$ cat src/hdl/trs_pkg.sv
package trs_pkg;

	// input opcodes, carried in tuser
	localparam logic [1:0] OP_START  = 2'd0;
	localparam logic [1:0] OP_PACKET = 2'd1;
	localparam logic [1:0] OP_TICK   = 2'd2;

	// TFTP packet types of interest
	localparam logic [15:0] PKT_DATA  = 16'd3;
	localparam logic [15:0] PKT_ERROR = 16'd5;

	// status codes
	localparam logic [2:0] ST_IDLE      = 3'd0;
	localparam logic [2:0] ST_BUSY      = 3'd1;
	localparam logic [2:0] ST_OK        = 3'd2;
	localparam logic [2:0] ST_RUNT      = 3'd3;
	localparam logic [2:0] ST_SERVER    = 3'd4;
	localparam logic [2:0] ST_EXHAUSTED = 3'd5;

	// configuration register indexes
	localparam logic [1:0] REG_TIMEOUT_MS    = 2'd0;
	localparam logic [1:0] REG_MAX_TRIES     = 2'd1;
	localparam logic [1:0] REG_IMAGE_MAX_LEN = 2'd2;

	localparam int CFG_W = 25;

	localparam logic [15:0] TIMEOUT_RST   = 16'd500;
	localparam logic [7:0]  MAX_TRIES_RST = 8'd10;
	localparam logic [24:0] IMAGE_MAX_RST = 25'h1000000;

	localparam logic [15:0] HDR_BYTES = 16'd4;
	localparam logic [15:0] MIN_LEN   = 16'd2;

	localparam int IN_DATA_W  = 48;
	localparam int OUT_DATA_W = 104;

	typedef enum logic [3:0] {
		PH_IDLE = 4'b0001,
		PH_RRQ  = 4'b0010,
		PH_ACK  = 4'b0100,
		PH_DONE = 4'b1000
	} phase_t;

	typedef struct packed {
		logic [1:0]  opcode;
		logic [15:0] packet_length;
		logic [15:0] packet_type;
		logic [15:0] block_number;
	} item_t;

	typedef struct packed {
		logic        send_request;
		logic        send_ack;
		logic [15:0] ack_block;
		logic        lock_peer;
		logic        store_enable;
		logic [31:0] store_offset;
		logic [15:0] store_length;
		logic [2:0]  status;
		logic [31:0] received_bytes;
	} result_t;

	typedef struct packed {
		logic [15:0] timeout_ms;
		logic [7:0]  max_tries;
		logic [24:0] image_max_len;
	} cfg_t;

endpackage

$ cat src/hdl/trs_cfg_regs.sv
module trs_cfg_regs (
	input  logic                      clk,
	input  logic                      arst_n,
	input  logic                      cfg_wr_en,
	input  logic [1:0]                cfg_addr,
	input  logic [trs_pkg::CFG_W-1:0] cfg_wdata,
	output trs_pkg::cfg_t             cfg
);

	trs_pkg::cfg_t cfg_q;

	always_ff @(posedge clk or negedge arst_n) begin
		if (!arst_n) begin
			cfg_q.timeout_ms    <= trs_pkg::TIMEOUT_RST;
			cfg_q.max_tries     <= trs_pkg::MAX_TRIES_RST;
			cfg_q.image_max_len <= trs_pkg::IMAGE_MAX_RST;
		end else if (cfg_wr_en) begin
			case (cfg_addr)
				trs_pkg::REG_TIMEOUT_MS:    cfg_q.timeout_ms    <= cfg_wdata[15:0];
				trs_pkg::REG_MAX_TRIES:     cfg_q.max_tries     <= cfg_wdata[7:0];
				trs_pkg::REG_IMAGE_MAX_LEN: cfg_q.image_max_len <= cfg_wdata;
				default: ;
			endcase
		end
	end

	assign cfg = cfg_q;

endmodule

$ cat src/hdl/trs_in_reg.sv
module trs_in_reg (
	input  logic                          clk,
	input  logic                          arst_n,
	input  logic                          s_tvalid,
	output logic                          s_tready,
	input  logic [trs_pkg::IN_DATA_W-1:0] s_tdata,
	input  logic [1:0]                    s_tuser,
	input  logic                          step_ready,
	output logic                          item_valid,
	output trs_pkg::item_t                item
);

	logic           valid_s1;
	trs_pkg::item_t item_s1;
	logic           take;

	// the held request leaves whenever the core can take it
	assign s_tready = !valid_s1 || step_ready;
	assign take     = s_tvalid && s_tready;

	always_ff @(posedge clk or negedge arst_n) begin
		if (!arst_n) begin
			valid_s1 <= 1'b0;
		end else if (s_tready) begin
			valid_s1 <= s_tvalid;
		end
	end

	always_ff @(posedge clk) begin
		if (take) begin
			item_s1.opcode        <= s_tuser;
			item_s1.packet_length <= s_tdata[15:0];
			item_s1.packet_type   <= s_tdata[31:16];
			item_s1.block_number  <= s_tdata[47:32];
		end
	end

	assign item_valid = valid_s1;
	assign item       = item_s1;

endmodule

$ cat src/hdl/trs_core.sv
module trs_core (
	input  logic             clk,
	input  logic             arst_n,
	input  trs_pkg::cfg_t    cfg,
	input  logic             fire,
	input  trs_pkg::item_t   item,
	output trs_pkg::result_t res
);

	trs_pkg::phase_t phase_q, n_phase;
	logic [15:0] prev_blk_q, n_prev_blk;
	logic [15:0] prev_size_q, n_prev_size;
	logic [31:0] byte_count_q, n_byte_count;
	logic [7:0]  retry_q, n_retry;
	logic [15:0] elapsed_q, n_elapsed;
	logic [2:0]  final_q, n_final;

	logic        busy;
	logic        fin;
	logic [15:0] pl;
	logic [15:0] exp_next;
	logic [32:0] sum;
	logic [7:0]  rc_inc;

	assign busy     = (phase_q == trs_pkg::PH_RRQ) || (phase_q == trs_pkg::PH_ACK);
	assign pl       = (item.packet_length >= trs_pkg::HDR_BYTES) ?
		item.packet_length - trs_pkg::HDR_BYTES : 16'd0;
	assign exp_next = prev_blk_q + 16'd1;
	assign sum      = {1'b0, byte_count_q} + {17'd0, pl};
	assign rc_inc   = (retry_q != 8'hFF) ? retry_q + 8'd1 : retry_q;

	always_comb begin
		n_phase      = phase_q;
		n_prev_blk   = prev_blk_q;
		n_prev_size  = prev_size_q;
		n_byte_count = byte_count_q;
		n_retry      = retry_q;
		n_elapsed    = elapsed_q;
		n_final      = final_q;
		fin          = 1'b0;
		res          = '0;

		case (item.opcode)
			trs_pkg::OP_START: begin
				n_phase          = trs_pkg::PH_RRQ;
				n_prev_blk       = 16'd0;
				n_prev_size      = 16'd0;
				n_byte_count     = 32'd0;
				n_retry          = 8'd0;
				n_elapsed        = 16'd0;
				n_final          = trs_pkg::ST_IDLE;
				res.send_request = 1'b1;
			end
			trs_pkg::OP_PACKET: begin
				if (busy) begin
					n_elapsed = 16'd0;
					n_retry   = 8'd0;
					if (item.packet_length < trs_pkg::MIN_LEN) begin
						fin     = 1'b1;
						n_final = trs_pkg::ST_RUNT;
					end else if (item.packet_type == trs_pkg::PKT_DATA) begin
						if (item.block_number == exp_next) begin
							if (sum <= {8'd0, cfg.image_max_len}) begin
								res.store_enable = 1'b1;
								res.store_offset = byte_count_q;
								res.store_length = pl;
							end
							n_prev_blk   = exp_next;
							n_byte_count = sum[32] ? 32'hFFFF_FFFF : sum[31:0];
							// short payload closes the transfer, no final ACK
							if (pl < prev_size_q) begin
								fin     = 1'b1;
								n_final = trs_pkg::ST_OK;
							end else begin
								n_prev_size  = pl;
								res.send_ack = 1'b1;
							end
						end else if (item.block_number != prev_blk_q) begin
							// out of sequence: re-ACK last good block
							n_prev_size  = pl;
							res.send_ack = 1'b1;
						end
					end else if (item.packet_type == trs_pkg::PKT_ERROR) begin
						fin     = 1'b1;
						n_final = trs_pkg::ST_SERVER;
					end
					if (fin) begin
						n_phase = trs_pkg::PH_DONE;
					end else if (phase_q == trs_pkg::PH_RRQ) begin
						res.lock_peer = 1'b1;
						n_phase       = trs_pkg::PH_ACK;
					end
				end
			end
			trs_pkg::OP_TICK: begin
				if (busy) begin
					if (elapsed_q < cfg.timeout_ms) begin
						n_elapsed = elapsed_q + 16'd1;
					end else begin
						if (phase_q == trs_pkg::PH_ACK && prev_blk_q == 16'd0) begin
							n_phase = trs_pkg::PH_RRQ;
						end
						n_retry = rc_inc;
						if (rc_inc >= {1'b0, cfg.max_tries[7:1]}) begin
							n_phase      = trs_pkg::PH_RRQ;
							n_prev_blk   = 16'd0;
							n_prev_size  = 16'd0;
							n_byte_count = 32'd0;
						end
						if (rc_inc >= cfg.max_tries) begin
							n_phase = trs_pkg::PH_DONE;
							n_final = trs_pkg::ST_EXHAUSTED;
						end else begin
							n_elapsed = 16'd0;
							if (n_phase == trs_pkg::PH_RRQ) begin
								res.send_request = 1'b1;
							end else begin
								res.send_ack = 1'b1;
							end
						end
					end
				end
			end
			default: ;
		endcase

		if (res.send_ack) begin
			res.ack_block = n_prev_blk;
		end

		case (n_phase)
			trs_pkg::PH_IDLE: res.status = trs_pkg::ST_IDLE;
			trs_pkg::PH_DONE: res.status = n_final;
			default:          res.status = trs_pkg::ST_BUSY;
		endcase
		res.received_bytes = n_byte_count;
	end

	always_ff @(posedge clk or negedge arst_n) begin
		if (!arst_n) begin
			phase_q      <= trs_pkg::PH_IDLE;
			prev_blk_q   <= 16'd0;
			prev_size_q  <= 16'd0;
			byte_count_q <= 32'd0;
			retry_q      <= 8'd0;
			elapsed_q    <= 16'd0;
			final_q      <= trs_pkg::ST_IDLE;
		end else if (fire) begin
			phase_q      <= n_phase;
			prev_blk_q   <= n_prev_blk;
			prev_size_q  <= n_prev_size;
			byte_count_q <= n_byte_count;
			retry_q      <= n_retry;
			elapsed_q    <= n_elapsed;
			final_q      <= n_final;
		end
	end

	a_req_ack_excl: assert property (@(posedge clk) disable iff (!arst_n)
		fire |-> !(res.send_request && res.send_ack))
		else $error("read request and ACK issued together");

	a_lock_to_ack: assert property (@(posedge clk) disable iff (!arst_n)
		fire && res.lock_peer |=> phase_q == trs_pkg::PH_ACK)
		else $error("peer lock without move to acknowledging");

	a_store_status: assert property (@(posedge clk) disable iff (!arst_n)
		fire && res.store_enable |->
		(res.status == trs_pkg::ST_BUSY || res.status == trs_pkg::ST_OK))
		else $error("store window outside a live transfer");

	a_start_clears: assert property (@(posedge clk) disable iff (!arst_n)
		fire && item.opcode == trs_pkg::OP_START |=>
		phase_q == trs_pkg::PH_RRQ && byte_count_q == 32'd0 && retry_q == 8'd0)
		else $error("start did not clear transfer state");

endmodule

$ cat src/hdl/trs_out_reg.sv
module trs_out_reg (
	input  logic                           clk,
	input  logic                           arst_n,
	input  logic                           load,
	input  trs_pkg::result_t               res,
	output logic                           can_load,
	output logic                           m_tvalid,
	input  logic                           m_tready,
	output logic [trs_pkg::OUT_DATA_W-1:0] m_tdata
);

	logic             valid_q;
	trs_pkg::result_t res_q;

	assign can_load = !valid_q || m_tready;

	always_ff @(posedge clk or negedge arst_n) begin
		if (!arst_n) begin
			valid_q <= 1'b0;
		end else if (can_load) begin
			valid_q <= load;
		end
	end

	always_ff @(posedge clk) begin
		if (load) begin
			res_q <= res;
		end
	end

	assign m_tvalid = valid_q;
	assign m_tdata  = {1'b0,
		res_q.received_bytes,
		res_q.status,
		res_q.store_length,
		res_q.store_offset,
		res_q.store_enable,
		res_q.lock_peer,
		res_q.ack_block,
		res_q.send_ack,
		res_q.send_request};

endmodule

$ cat src/hdl/tftp_read_client_sequencer.sv
// TFTP read-transfer sequencer. Requests come in on the s_ side: tuser selects start,
// received packet header or one-millisecond tick; every request yields exactly one
// result on the m_ side (read request / ACK strobes, peer lock, payload store window,
// status and running byte count). One request is taken per clock while results are not
// stalled; a result is presented from the input register, then the result register, and
// can be taken at the following edge; the combinational state update between those
// registers sets that rate. A stalled result holds the input register, and then
// s_tready drops.
// Configuration writes are taken at any time but are meant for when no transfer is
// in flight; there is no read-back. No clearing pass is needed after reset.
module tftp_read_client_sequencer (
	input  logic                           clk,
	input  logic                           arst_n,
	input  logic                           cfg_wr_en,
	input  logic [1:0]                     cfg_addr,
	input  logic [trs_pkg::CFG_W-1:0]      cfg_wdata,
	input  logic                           s_tvalid,
	output logic                           s_tready,
	// packet_length[15:0], packet_type[31:16], block_number[47:32]
	input  logic [trs_pkg::IN_DATA_W-1:0]  s_tdata,
	// opcode[1:0]
	input  logic [1:0]                     s_tuser,
	output logic                           m_tvalid,
	input  logic                           m_tready,
	// send_request[0], send_ack[1], ack_block[17:2], lock_peer[18], store_enable[19],
	// store_offset[51:20], store_length[67:52], status[70:68], received_bytes[102:71]
	output logic [trs_pkg::OUT_DATA_W-1:0] m_tdata
);

	trs_pkg::cfg_t    cfg;
	trs_pkg::item_t   item;
	trs_pkg::result_t res;
	logic             item_valid;
	logic             step_ready;
	logic             fire;

	assign fire = item_valid && step_ready;

	trs_cfg_regs u_cfg (
		.clk       (clk),
		.arst_n    (arst_n),
		.cfg_wr_en (cfg_wr_en),
		.cfg_addr  (cfg_addr),
		.cfg_wdata (cfg_wdata),
		.cfg       (cfg)
	);

	trs_in_reg u_in (
		.clk        (clk),
		.arst_n     (arst_n),
		.s_tvalid   (s_tvalid),
		.s_tready   (s_tready),
		.s_tdata    (s_tdata),
		.s_tuser    (s_tuser),
		.step_ready (step_ready),
		.item_valid (item_valid),
		.item       (item)
	);

	trs_core u_core (
		.clk    (clk),
		.arst_n (arst_n),
		.cfg    (cfg),
		.fire   (fire),
		.item   (item),
		.res    (res)
	);

	trs_out_reg u_out (
		.clk      (clk),
		.arst_n   (arst_n),
		.load     (fire),
		.res      (res),
		.can_load (step_ready),
		.m_tvalid (m_tvalid),
		.m_tready (m_tready),
		.m_tdata  (m_tdata)
	);

endmodule

$ cat config.mk
export PLATFORM = sky130hd
export DESIGN_NAME = tftp_read_client_sequencer
export DESIGN_NICKNAME = d
export VERILOG_FILES = /design/src/hdl/trs_pkg.sv /design/src/hdl/trs_cfg_regs.sv /design/src/hdl/trs_in_reg.sv /design/src/hdl/trs_core.sv /design/src/hdl/trs_out_reg.sv /design/src/hdl/tftp_read_client_sequencer.sv
export SDC_FILE = /design/constraint.sdc
export NUM_CORES = 1
export LEC_CHECK = 0
export BUFFER_PORTS_ARGS = -buffer_cell sky130_fd_sc_hd__buf_2
export CAP_MARGIN = 20
export CELL_PAD_IN_SITES_DETAIL_PLACEMENT = 0
export CELL_PAD_IN_SITES_GLOBAL_PLACEMENT = 1
export CORE_UTILIZATION = 50
export DETAILED_ROUTE_END_ITERATION = 12
export PLACE_DENSITY = 0.9
export RECOVER_POWER = 100
export SLEW_MARGIN = 20
export SYNTH_ARGS = -nofsm -noshare
export SYNTH_HDL_FRONTEND = slang
export SYNTH_SLANG_ARGS = --single-unit
export TNS_END_PERCENT = 10
$ cat constraint.sdc
create_clock -name clk -period 17.25 [get_ports clk]
set_input_delay 3.45 -clock clk [delete_from_list [all_inputs] [get_ports clk]]
set_output_delay 3.45 -clock clk [all_outputs]
set_load 0.02 [all_outputs]
==> results.yml, run 1 <==
logic_synthesis:
  synthesized_area_um2: 16800
  postSynthRegisterBits: 299
  post_synth_fa_ha_maj_area_fraction: 0.0728
  synthXorXnorAreaFrac: 0.0287
  synth_simple_gate_area_share: 0.170
  synth_mux_area_frac: 0.0241
  synth_compound_gate_area_share: 0.169
  yosys_warnings: 0
  synth_ff_type: "sky130_fd_sc_hd__edfxtp_1"
  syn-instance-count: 1693
  netlist-cell-type-count: 83
  asr_flop_ratio_synth: 0.488
  synth_top_family_by_area: "simple AND/OR/NAND/NOR gates"
  number_of_enable_type_register_cells_in_the_synthesized_netlist: 153
  synthesis.area_per_instance_um2: 9.91
  synth.yosys.seq_area_share: 0.493
detailed_routing:
  detail_route.wirelength.met1_mm: 20.8
  drt_iter0_markers: 1254
  detailroute.wirelength.met2_mm: 20.6
  top_layer_used: "met4"
  route.final.wire_length_mm: 46.1
  dr_total_vias: 13800
  drt.antenna.violating_nets: 0
  drt_pass1_iterations: 5
  routed_via_density: 5.94
  drc: 0
  met3WireLength_mm: 3.34
  routed_wire_length_per_instance_um: 19.8
setup_path:
  crit_arrival_ns: 9.41
  worst-path-stages: 2
  cpPeakStageDelay_ns: 3.15
  minimum_setup_slack_among_reg_to_reg_paths_ns: 10.29
  timing.critical_path.to: "u_core.byte_count_q[19]$_DFFE_PN0P_"
  timing.rr.start: "u_in.item[43]$_DFFE_PP_"
  r2r_cells: 23
  path_class: "primary input to asynchronous set/reset pin"
  cp_cell_sequence: "clkbuf_1 -> clkbuf_1"
  critPathMostFrequentCell: "sky130_fd_sc_hd__clkbuf_1"
  top_cell_family_by_delay_on_the_critical_path: "buffers and inverters"
  cp-start-kind: "primary input"
  cp.required_ns: 17.03
  critical-path-slowest-cell: "sky130_fd_sc_hd__clkbuf_1"
  worstSetupEndpointType: "asynchronous set/reset pin"
  cp_max_fo: 80
  crit_path_start: "arst_n"
  critical_path.n_buffers_inverters: 2
  crit-reg2reg-capture: "u_out.m_tdata[64]$_SDFFCE_PP0P_"
sta:
  hold_viol: 0
  total_negative_slack_ns: 0
  grt_setup_unrepaired: "false"
  report.final.setup_viol: 0
  fin_worst_hold_slack_ns: 0.496
  final_min_period_over_clock_period: 0.558
  post-route-min-period_ns: 9.63
  timing.fmax_ghz: 0.104
  clock_skew_ns: 0.00844
  slew_violations: 309
  slew_headroom: -2.06
  worst_pin_slew_ns: 4.59
  final_worst_slack_ns: 7.62
clock_tree:
  clock_insertion_delay_worst_skew_ns: 0.51
  clock_transition_at_the_register_clock_pins_on_the_worst_setup_and_hold_paths_after_cts_ns: 0.06
  clock_tree.htree_level_count: 2
  cts_inserted_buffers: 34
  numClockSinks: 299
  postCtsHoldBufs: 0
  cts_tree: "built"
  clk_path_buf_depth: 3
  root_driver: "sky130_fd_sc_hd__clkbuf_16"
  post_cts_resize_count: 0
  post_cts_buffers: 0
die:
  placement_rows: 66
  design.die.area_um2: 34300
  floorplan_die_width_um: 185
  start_util: 0.512
  ioPinCount: 188
  die_h_um: 185
  core-area_um2: 32800
final_layout:
  fillers: 2871
  area.sequential_um2: 8260
  postLayoutCellArea_um2: 19100
  area_growth_syn_to_layout_pct: 13.7
  nNetsFinal: 2041
  multiInputGateArea_um2: 7820
  final_layout_size_suffix_gt1_frac: 0.109
power:
  finalPower_mw: 1.86
  power_density_nw_per_um2: 97.3
  cellLeakagePower_nw: 8.00
  worst_ir_drop_vdd_mv: 0.0767
placed_design:
  hpwlAfterDp_mm: 33.6
  detailed_place.area_um2: 18100
  globalplace.congestion: 0.954
  detailedPlace.worstSlack_ns: 9.89
  place.port_buffers: 186
global_routing:
  vias_in_the_first_global_route: 13100
  grt_first_pass_wirelength_mm: 71.3
  grt_antenna_before_repair: 1
  grt_total_usage: 0.271
  largest_net_degree_at_the_start_of_global_routing: 81
  globalRoute.totalOverflow: 0
run:
  cap_viol_max_count: 5
status:
  violations: "capacitance limit, slew limit"
  run_status: "finished with violations"
min_path:
  holdCritPathClass: "flip-flop to flip-flop"
-- final cells by class --
| class | count | share of cell area |
|---|---|---|
| diodes | 1 | 0.000131 |
| clock buffers | 45 | 0.0518 |
| clock inverters | 17 | 0.00886 |
| inverters | 103 | 0.0203 |
| multi-input cells | 1220 | 0.410 |
| flip-flops and latches | 299 | 0.433 |
| well taps | 442 | 0.0290 |
| repair buffers | 204 | 0.0467 |
-- kinds of logic (layout without fill, tap and decap cells) --
| group | after synthesis | in the layout |
|---|---|---|
| simple gates | 566 | 566 |
| mux | 36 | 36 |
| flops | 299 | 299 |
| compound gates | 459 | 459 |
| buf+inv | 180 | 369 |
| xor+xnor | 55 | 55 |
| other cells | 1 | 8 |
| fa+ha+maj | 97 | 97 |
-- metal layers --
| layer | up-vias | GRT usage |
|---|---|---|
| li1 | 6547 | - |
| met1 | 6649 | 0.390 |
| met2 | 557 | 0.420 |
| met3 | 95 | 0.0379 |
| met4 | 0 | 0.0912 |
| met5 | - | 0 |
-- cell usage after synthesis, types with 36 or more instances --
cell type                  count  area (um2)
sky130_fd_sc_hd__nand2_1     176         661
sky130_fd_sc_hd__o21ai_0     176         881
sky130_fd_sc_hd__edfxtp_1    153        4590
sky130_fd_sc_hd__dfrtp_1     136        3400
sky130_fd_sc_hd__nor2_1      110         413
sky130_fd_sc_hd__inv_1       102         383
sky130_fd_sc_hd__a21oi_1      97         485
sky130_fd_sc_hd__ha_1         96        1200
sky130_fd_sc_hd__and3_1       68         425
sky130_fd_sc_hd__clkbuf_1     52         195
sky130_fd_sc_hd__nand3_1      44         220
sky130_fd_sc_hd__xnor2_1      36         315
-- state kept, by name, indices dropped and copies added (netlist names) --
register             cells
u_in.item_valid          1
u_core.byte_count_q     32
u_out.m_tvalid           1
u_out.m_tdata          103
u_core.prev_blk_q       16
u_core.elapsed_q        16
u_cfg.cfg               49
u_in.item               50
u_core.final_q           3
u_core.prev_size_q      16
u_core.phase_q           4
u_core.retry_q           8
-- report_power, final --
| group | internal, mW | switching [mW] | leakage [nW] | total [mW] |
|---|---|---|---|---|
| clock network | 0.450 | 0.294 | 0.564 | 0.743 |
| registers | 0.817 | 0.0304 | 3.41 | 0.848 |
| logic | 0.0902 | 0.174 | 4.02 | 0.265 |
| total | 1.36 | 0.498 | 8.00 | 1.86 |
-- how the worst min path moves through the flow --
| stage | startpoint | end | cells after the start |
|---|---|---|---|
| CTS | u_core.phase_q[0]$_DFFE_PN1P_ | u_core.phase_q[0]$_DFFE_PN1P_ | 2 |
| global route | u_core.phase_q[0]$_DFFE_PN1P_ | u_core.phase_q[0]$_DFFE_PN1P_ | 2 |
| global placement | u_core.phase_q[0]$_DFFE_PN1P_ | u_core.phase_q[0]$_DFFE_PN1P_ | 2 |
| finish | u_core.phase_q[0]$_DFFE_PN1P_ | u_core.phase_q[0]$_DFFE_PN1P_ | 2 |
| floorplan | u_core.phase_q[0]$_DFFE_PN1P_ | u_core.phase_q[0]$_DFFE_PN1P_ | 2 |
| detailed placement | u_core.phase_q[0]$_DFFE_PN1P_ | u_core.phase_q[0]$_DFFE_PN1P_ | 2 |
-- cell usage in the layout (no fill, tap or decap), types with 25 or more instances in the layout --
cell | synthesis | routed
sky130_fd_sc_hd__nand2_1 | 176 | 176
sky130_fd_sc_hd__a21oi_1 | 97 | 97
sky130_fd_sc_hd__nand4_1 | 27 | 27
sky130_fd_sc_hd__clkbuf_1 | 52 | 127
sky130_fd_sc_hd__ha_1 | 96 | 96
sky130_fd_sc_hd__a31oi_1 | 26 | 25
sky130_fd_sc_hd__nor2_1 | 110 | 110
sky130_fd_sc_hd__xnor2_1 | 36 | 36
sky130_fd_sc_hd__edfxtp_1 | 153 | 153
sky130_fd_sc_hd__mux2_2 | 35 | 35
sky130_fd_sc_hd__buf_2 | 19 | 75
sky130_fd_sc_hd__inv_1 | 102 | 101
sky130_fd_sc_hd__and3_1 | 68 | 68
sky130_fd_sc_hd__clkbuf_16 | 0 | 38
sky130_fd_sc_hd__dfrtp_1 | 136 | 136
sky130_fd_sc_hd__nand3_1 | 44 | 44
sky130_fd_sc_hd__a21o_1 | 32 | 32
sky130_fd_sc_hd__o21ai_0 | 176 | 179
-- metrics by stage --
stage,std cells,util
final,2331,0.582
after global routing,2331,0.582
after CTS,2330,0.588
after detailed placement,2268,0.552
after global placement,2268,0.552
after floorplan,1699,-
(Power assumes the default switching activity.)
==> run 2, diff against run 1 <==
--- a/config.mk
+++ b/config.mk
@@ -9,9 +9,9 @@
 export CAP_MARGIN = 20
 export CELL_PAD_IN_SITES_DETAIL_PLACEMENT = 0
 export CELL_PAD_IN_SITES_GLOBAL_PLACEMENT = 1
-export CORE_UTILIZATION = 50
+export CORE_UTILIZATION = 46
 export DETAILED_ROUTE_END_ITERATION = 12
-export PLACE_DENSITY = 0.9
+export PLACE_DENSITY = 0.84
 export RECOVER_POWER = 100
 export SLEW_MARGIN = 20
 export SYNTH_ARGS = -nofsm -noshare
==> constraint.sdc (replaced) <==
create_clock -name clk -period 9.5 [get_ports clk]
set_input_delay 1.9 -clock clk [delete_from_list [all_inputs] [get_ports clk]]
set_output_delay 1.9 -clock clk [all_outputs]
set_load 0.02 [all_outputs]
==> results.yml, run 2 (synthesized netlist as in run 1, its figures left out) <==
status:
  run_status: "finished with violations"
  violations: "DRC, capacitance limit, slew limit"
power:
  worst_ir_drop_vdd_mv: 0.197
  power.switching_uw: 900
  power_density_nw_per_um2: 177
  clock_power_share: 0.401
  finalPower_mw: 3.38
  cellLeakagePower_nw: 8.01
  power.combinational.fraction: 0.143
  seq_power_share: 0.455
  p_sw_frac: 0.266
  internal_power_consumption_mw: 2.48
final_layout:
  nNetsFinal: 2045
  antennaDiodeCount: 0
  layout.cells.most_common_list: "177 x sky130_fd_sc_hd__o21ai_0, 176 x sky130_fd_sc_hd__nand2_1, 153 x sky130_fd_sc_hd__edfxtp_1"
  postLayoutCellArea_um2: 19100
  final_layout_size_suffix_gt1_frac: 0.107
  area_growth_syn_to_layout_pct: 13.9
  fillers: 3297
  leading_cell_type_in_the_layout_fill_and_taps_excluded: "sky130_fd_sc_hd__o21ai_0"
  largest_register_ffs: 103
clock_tree:
  root_driver: "sky130_fd_sc_hd__clkbuf_16"
  numClockSinks: 299
  post_cts_resize_count: 0
  clock_transition_at_the_register_clock_pins_on_the_worst_setup_and_hold_paths_after_cts_ns: 0.06
  clock_tree.htree_level_count: 2
  postCtsHoldBufs: 0
  cts_inserted_buffers: 34
  clk_path_buf_depth: 3
  post_cts_buffers: 0
  cts_tree: "built"
  clock_insertion_delay_worst_skew_ns: 0.52
detailed_routing:
  routed_via_density: 5.88
  drt.antenna.violating_nets: 0
  drc: 22
  dr_total_vias: 13800
  routed_wire_length_per_instance_um: 20.5
  drt_pass1_iterations: 10
  route.final.wire_length_mm: 48.3
  drt_iter0_markers: 1332
global_routing:
  grt_antenna_before_repair: 0
  largest_net_degree_at_the_start_of_global_routing: 89
  grt_first_pass_wirelength_mm: 74.1
  vias_in_the_first_global_route: 13000
  grt_total_usage: 0.260
  globalRoute.totalOverflow: 0
sta:
  total_negative_slack_ns: 0
  post-route-min-period_ns: 6.98
  report.final.setup_viol: 0
  grt_setup_unrepaired: "false"
  slew_headroom: -2.29
  slew_violations: 309
  worst_pin_slew_ns: 4.94
  final_min_period_over_clock_period: 0.734
  hold_viol: 0
  final_worst_slack_ns: 2.52
  timing.fmax_ghz: 0.143
  clock_skew_ns: 0.0227
placed_design:
  detailedPlace.worstSlack_ns: 3.13
  detailed_place.area_um2: 18200
  place.port_buffers: 186
  globalplace.congestion: 0.969
  hpwlAfterDp_mm: 35.4
run:
  cap_viol_max_count: 5
die:
  design.die.area_um2: 37200
  core-area_um2: 35700
  placement_rows: 69
  floorplan_die_width_um: 193
  ioPinCount: 188
  die_h_um: 193
  start_util: 0.469
setup_path:
  worstSetupEndpointType: "flip-flop"
  cp.required_ns: 9.88
  cp_max_fo: 43
  cp-start-kind: "flip-flop"
  path_class: "flip-flop to flip-flop"
  crit_arrival_ns: 7.36
min_path:
  holdCritPathClass: "flip-flop to flip-flop"
[run 2: cell count changes in the layout (fill, tap and decap cells not counted), sizes merged]
cell / change
buf: +3
bufinv: +1
clkbuf: +2
clkinv: -2
clkinvlp: -1
diode: -1
inv: +1
[run 2: power groups by stage]
stage | clock, mW | combinational [mW] | sequential, mW
floorplan | 0 | 0.295 | 1.58
CTS | 1.38 | 0.495 | 1.53
detailed placement | 0 | 0.493 | 1.56
global placement | 0 | 0.482 | 1.55
global route | 1.43 | 0.546 | 1.55
finish | 1.36 | 0.485 | 1.54
[run 2: through the flow]
stage,hold WS [ns],instances,utilization
floorplan,0.454,1699,-
global placement,0.470,2291,0.508
detailed placement,0.478,2291,0.508
CTS,0.490,2353,0.540
global route,0.507,2353,0.535
finish,0.485,2353,0.535
[run 2: path summary, 6_finish.rpt]
| check | startpoint | to | slack [ns] | cells after the start |
|---|---|---|---|---|
| worst max-delay path | u_in.item[43]$_DFFE_PP_ | u_out.m_tdata[41]$_SDFFCE_PP0P_ | 2.52 | 24 |
| worst min-delay path | u_in.item_valid$_DFFE_PN0N_ | u_out.m_tvalid$_DFFE_PN0P_ | 0.49 | 1 |
| worst max register to register | u_in.item[43]$_DFFE_PP_ | u_out.m_tdata[41]$_SDFFCE_PP0P_ | 2.52 | 24 |
| worst min register to register | u_in.item_valid$_DFFE_PN0N_ | u_out.m_tvalid$_DFFE_PN0P_ | 0.49 | 1 |
| max in group asynchronous | arst_n | u_core.prev_blk_q[5]$_DFFE_PN0P_ | 2.76 | 2 |
| min in group asynchronous | arst_n | u_core.elapsed_q[4]$_DFFE_PN0P_ | 3.18 | 1 |
[run 2: layout make-up]
class,instances,area (um2),share of cell area
Multi-Input combinational cell,1220,7800,0.408
Clock inverter,16,189,0.00989
Tap cell,461,577,0.0302
Clock buffer,46,970,0.0508
Sequential cell,299,8260,0.432
Inverter,103,388,0.0203
Timing Repair Buffer,208,920,0.0481
[run 2: metal layers]
| layer | part of all wire | wire length (um) | GRT usage | up-vias |
|---|---|---|---|---|
| met3 | 0.079 | 3810 | 0.0494 | 69 |
| met1 | 0.44 | 21500 | 0.368 | 6682 |
| met2 | 0.45 | 21900 | 0.406 | 549 |
| li1 | - | - | - | 6543 |
| met4 | 0.022 | 1060 | 0.0697 | 0 |
| met5 | 0 | 0 | 0 | - |
[run 2: worst max-delay path, cell delays in order (launching register included)]
cell	delay (ns)
sky130_fd_sc_hd__edfxtp_1	0.43
sky130_fd_sc_hd__nor4_1	0.65
sky130_fd_sc_hd__nand4_1	0.36
sky130_fd_sc_hd__a21oi_1	0.23
sky130_fd_sc_hd__clkbuf_1	0.50
sky130_fd_sc_hd__nor2_1	0.28
sky130_fd_sc_hd__ha_1	0.47
sky130_fd_sc_hd__nand2_1	0.10
sky130_fd_sc_hd__nor2_1	0.26
sky130_fd_sc_hd__nand3_1	0.12
sky130_fd_sc_hd__a211o_1	0.34
sky130_fd_sc_hd__a21oi_1	0.68
sky130_fd_sc_hd__nand2_1	0.20
sky130_fd_sc_hd__xnor2_1	0.23
sky130_fd_sc_hd__ha_1	0.28
sky130_fd_sc_hd__a21o_1	0.16
sky130_fd_sc_hd__a21oi_1	0.15
sky130_fd_sc_hd__nor2b_1	0.06
sky130_fd_sc_hd__o21ai_0	0.16
sky130_fd_sc_hd__a21oi_1	0.08
sky130_fd_sc_hd__o21ai_0	0.17
sky130_fd_sc_hd__a22o_1	0.15
sky130_fd_sc_hd__and4_1	0.18
sky130_fd_sc_hd__buf_4	0.34
sky130_fd_sc_hd__and3_1	0.24
==> run 3, diff against run 2 <==
--- a/config.mk
+++ b/config.mk
@@ -5,13 +5,14 @@
 export SDC_FILE = /design/constraint.sdc
 export NUM_CORES = 1
 export LEC_CHECK = 0
+export ABC_AREA = 1
 export BUFFER_PORTS_ARGS = -buffer_cell sky130_fd_sc_hd__buf_2
 export CAP_MARGIN = 20
 export CELL_PAD_IN_SITES_DETAIL_PLACEMENT = 0
 export CELL_PAD_IN_SITES_GLOBAL_PLACEMENT = 1
-export CORE_UTILIZATION = 46
+export CORE_UTILIZATION = 45
 export DETAILED_ROUTE_END_ITERATION = 12
-export PLACE_DENSITY = 0.84
+export PLACE_DENSITY = 0.85
 export RECOVER_POWER = 100
 export SLEW_MARGIN = 20
 export SYNTH_ARGS = -nofsm -noshare
==> constraint.sdc (replaced) <==
create_clock -name clk -period 6.8 [get_ports clk]
set_input_delay 1.36 -clock clk [delete_from_list [all_inputs] [get_ports clk]]
set_output_delay 1.36 -clock clk [all_outputs]
set_load 0.02 [all_outputs]
==> results.yml, run 3 <==
status:
  run_status: "finished with violations"
  violations: "capacitance limit, slew limit"
min_path:
  holdCritPathClass: "flip-flop to flip-flop"
final_layout:
  layout.cells.most_common_list: "366 x sky130_fd_sc_hd__nand2_1, 315 x sky130_fd_sc_hd__inv_1, 206 x sky130_fd_sc_hd__o21ai_0"
  nNetsFinal: 2376
  area_growth_syn_to_layout_pct: 14.0
  antennaDiodeCount: 0
  final_layout_size_suffix_gt1_frac: 0.0913
  finalNonFillerCells: 2735
  largest_register_ffs: 103
  leading_cell_type_in_the_layout_fill_and_taps_excluded: "sky130_fd_sc_hd__nand2_1"
global_routing:
  grt_antenna_before_repair: 0
  vias_in_the_first_global_route: 13600
  grt_first_pass_wirelength_mm: 74.8
  largest_net_degree_at_the_start_of_global_routing: 137
  globalRoute.totalOverflow: 0
  grt_total_usage: 0.249
setup_path:
  cp.required_ns: 7.15
  cpPeakStageDelay_ns: 0.62
  path_class: "flip-flop to flip-flop"
  critPathMostFrequentCell: "sky130_fd_sc_hd__nand2_1"
  crit_arrival_ns: 6.55
  cp-start-kind: "flip-flop"
  critical-path-slowest-cell: "sky130_fd_sc_hd__nand4_4"
  cp_max_fo: 43
  worstSetupEndpointType: "flip-flop"
logic_synthesis:
  netlist.area_leader.share: 0.268
  netlist-cell-type-count: 59
  syn-instance-count: 2017
  synth_ff_type: "sky130_fd_sc_hd__edfxtp_1"
  postSynthRegisterBits: 299
  yosys.area.top_type: "sky130_fd_sc_hd__edfxtp_1"
  synth_top_cells_by_count: "365 x sky130_fd_sc_hd__nand2_1, 316 x sky130_fd_sc_hd__inv_1, 199 x sky130_fd_sc_hd__o21ai_0"
  asr_flop_ratio_synth: 0.488
  synth.yosys.seq_area_share: 0.481
  synthesis.area_per_instance_um2: 8.51
  synthesized_area_um2: 17200
  yosys_warnings: 0
  most_common_cell_in_the_synthesized_netlist: "sky130_fd_sc_hd__nand2_1"
  number_of_enable_type_register_cells_in_the_synthesized_netlist: 153
  cell_types_occupying_the_most_area_after_synthesis: "sky130_fd_sc_hd__edfxtp_1 27%, sky130_fd_sc_hd__dfrtp_1 20%, sky130_fd_sc_hd__nand2_1 8.0%"
power:
  worst_ir_drop_vdd_mv: 0.198
  finalPower_mw: 5.86
  cellLeakagePower_nw: 8.65
  power_density_nw_per_um2: 299
detailed_routing:
  route.final.wire_length_mm: 47.9
  routed_wire_length_per_instance_um: 17.5
  drc: 0
  routed_via_density: 5.27
  dr_total_vias: 14400
  drt_iter0_markers: 914
  drt.antenna.violating_nets: 0
  drt_pass1_iterations: 6
die:
  die_h_um: 197
  floorplan_die_width_um: 197
  core-area_um2: 37600
  start_util: 0.457
  ioPinCount: 188
  design.die.area_um2: 38900
  placement_rows: 71
clock_tree:
  root_driver: "sky130_fd_sc_hd__clkbuf_16"
  post_cts_buffers: 0
  clock_insertion_delay_worst_skew_ns: 0.56
  cts_tree: "built"
  numClockSinks: 299
  clk_path_buf_depth: 3
  cts_inserted_buffers: 35
  clock_tree.htree_level_count: 2
  clock_transition_at_the_register_clock_pins_on_the_worst_setup_and_hold_paths_after_cts_ns: 0.06
sta:
  hold_viol: 0
  final_min_period_over_clock_period: 0.912
  total_negative_slack_ns: 0
  clock_skew_ns: 0.0251
  timing.fmax_ghz: 0.161
  slew_headroom: -2.09
  worst_pin_slew_ns: 4.63
  slew_violations: 314
  post-route-min-period_ns: 6.20
  grt_setup_unrepaired: "true"
  report.final.setup_viol: 0
placed_design:
  dp_cells: 2671
  place.port_buffers: 186
  globalplace.congestion: 0.895
  hpwlAfterDp_mm: 35.4
run:
  cap_viol_max_count: 4
## run 3: final timing paths
| check | from | to | slack (ns) | cells after the start |
|---|---|---|---|---|
| min in group asynchronous | arst_n | u_core.final_q[2]$_DFFE_PN0P_ | 2.46 | 1 |
| hold / removal | u_cfg.cfg[6]$_DFFE_PN0P_ | u_cfg.cfg[6]$_DFFE_PN0P_ | 0.49 | 2 |
| setup / recovery | u_in.item[34]$_DFFE_PP_ | u_out.m_tdata[21]$_SDFFCE_PP0P_ | 0.60 | 32 |
| hold reg to reg | u_cfg.cfg[6]$_DFFE_PN0P_ | u_cfg.cfg[6]$_DFFE_PN0P_ | 0.49 | 2 |
| max in group asynchronous | arst_n | u_core.elapsed_q[10]$_DFFE_PN0P_ | 1.65 | 2 |
| setup reg to reg | u_in.item[34]$_DFFE_PP_ | u_out.m_tdata[21]$_SDFFCE_PP0P_ | 0.60 | 32 |
## run 3: repair_timing
action / CTS / global route
setup endpoints to repair: 0 / 39
gates resized for setup: 0 / 3
hold buffers: 0 / 0
endpoints found under the hold margin: 0 / 0
## run 3: layer usage
| metal | global-route usage | part of all wire | vias up |
|---|---|---|---|
| met4 | 0.0761 | 0.026 | 0 |
| met2 | 0.386 | 0.45 | 493 |
| li1 | - | - | 7080 |
| met5 | 0 | 0 | - |
| met1 | 0.353 | 0.46 | 6765 |
| met3 | 0.0454 | 0.069 | 77 |
## run 3: through the flow
stage               area [um2]  hold WS [ns]   util  setup WS [ns]
global route             19600         0.505  0.521        -0.0861
detailed placement       18600         0.475  0.495          0.555
finish                   19600         0.485  0.521          0.600
floorplan                17200         0.453      -           1.67
CTS                      19700         0.488  0.525          0.517
global placement         18600         0.469  0.495          0.764
## run 3: cell type report
type,instances,area (um2)
Fill cell,3596,18000
Tap cell,511,639
Inverter,322,1220
Sequential cell,299,8260
Multi-Input combinational cell,1338,7430
Clock inverter,20,180
Timing Repair Buffer,201,881
Clock buffer,44,961
## run 3: kinds of logic after synthesis
kind of cell / Yosys count / synth area share
DFF: 299 / 0.481
xor gates and xnor gates: 60 / 0.0314
AOI/OAI and AO/OA: 381 / 0.123
other: 1 / 0.000218
adders and majority gates: 97 / 0.0712
buffers and inverters: 386 / 0.0880
and+or+nand+nor: 793 / 0.205
## run 3: where the power goes
group	total, mW	switching, mW	internal (mW)
clock network	1.86	0.773	1.09
registers	2.42	0.201	2.22
logic	1.58	1.08	0.500
total	5.86	2.06	3.80
## run 3: critical path, delay by kind of cell, from the launching register on
kind	cells	cell delay [ns]
AO/OA/AOI/OAI	7	1.34
XOR/XNOR	1	0.24
adder cells (fa/ha/maj)	3	0.84
buffers and inverters	2	0.42
flip-flops	1	0.37
AND/OR/NAND/NOR	19	2.78
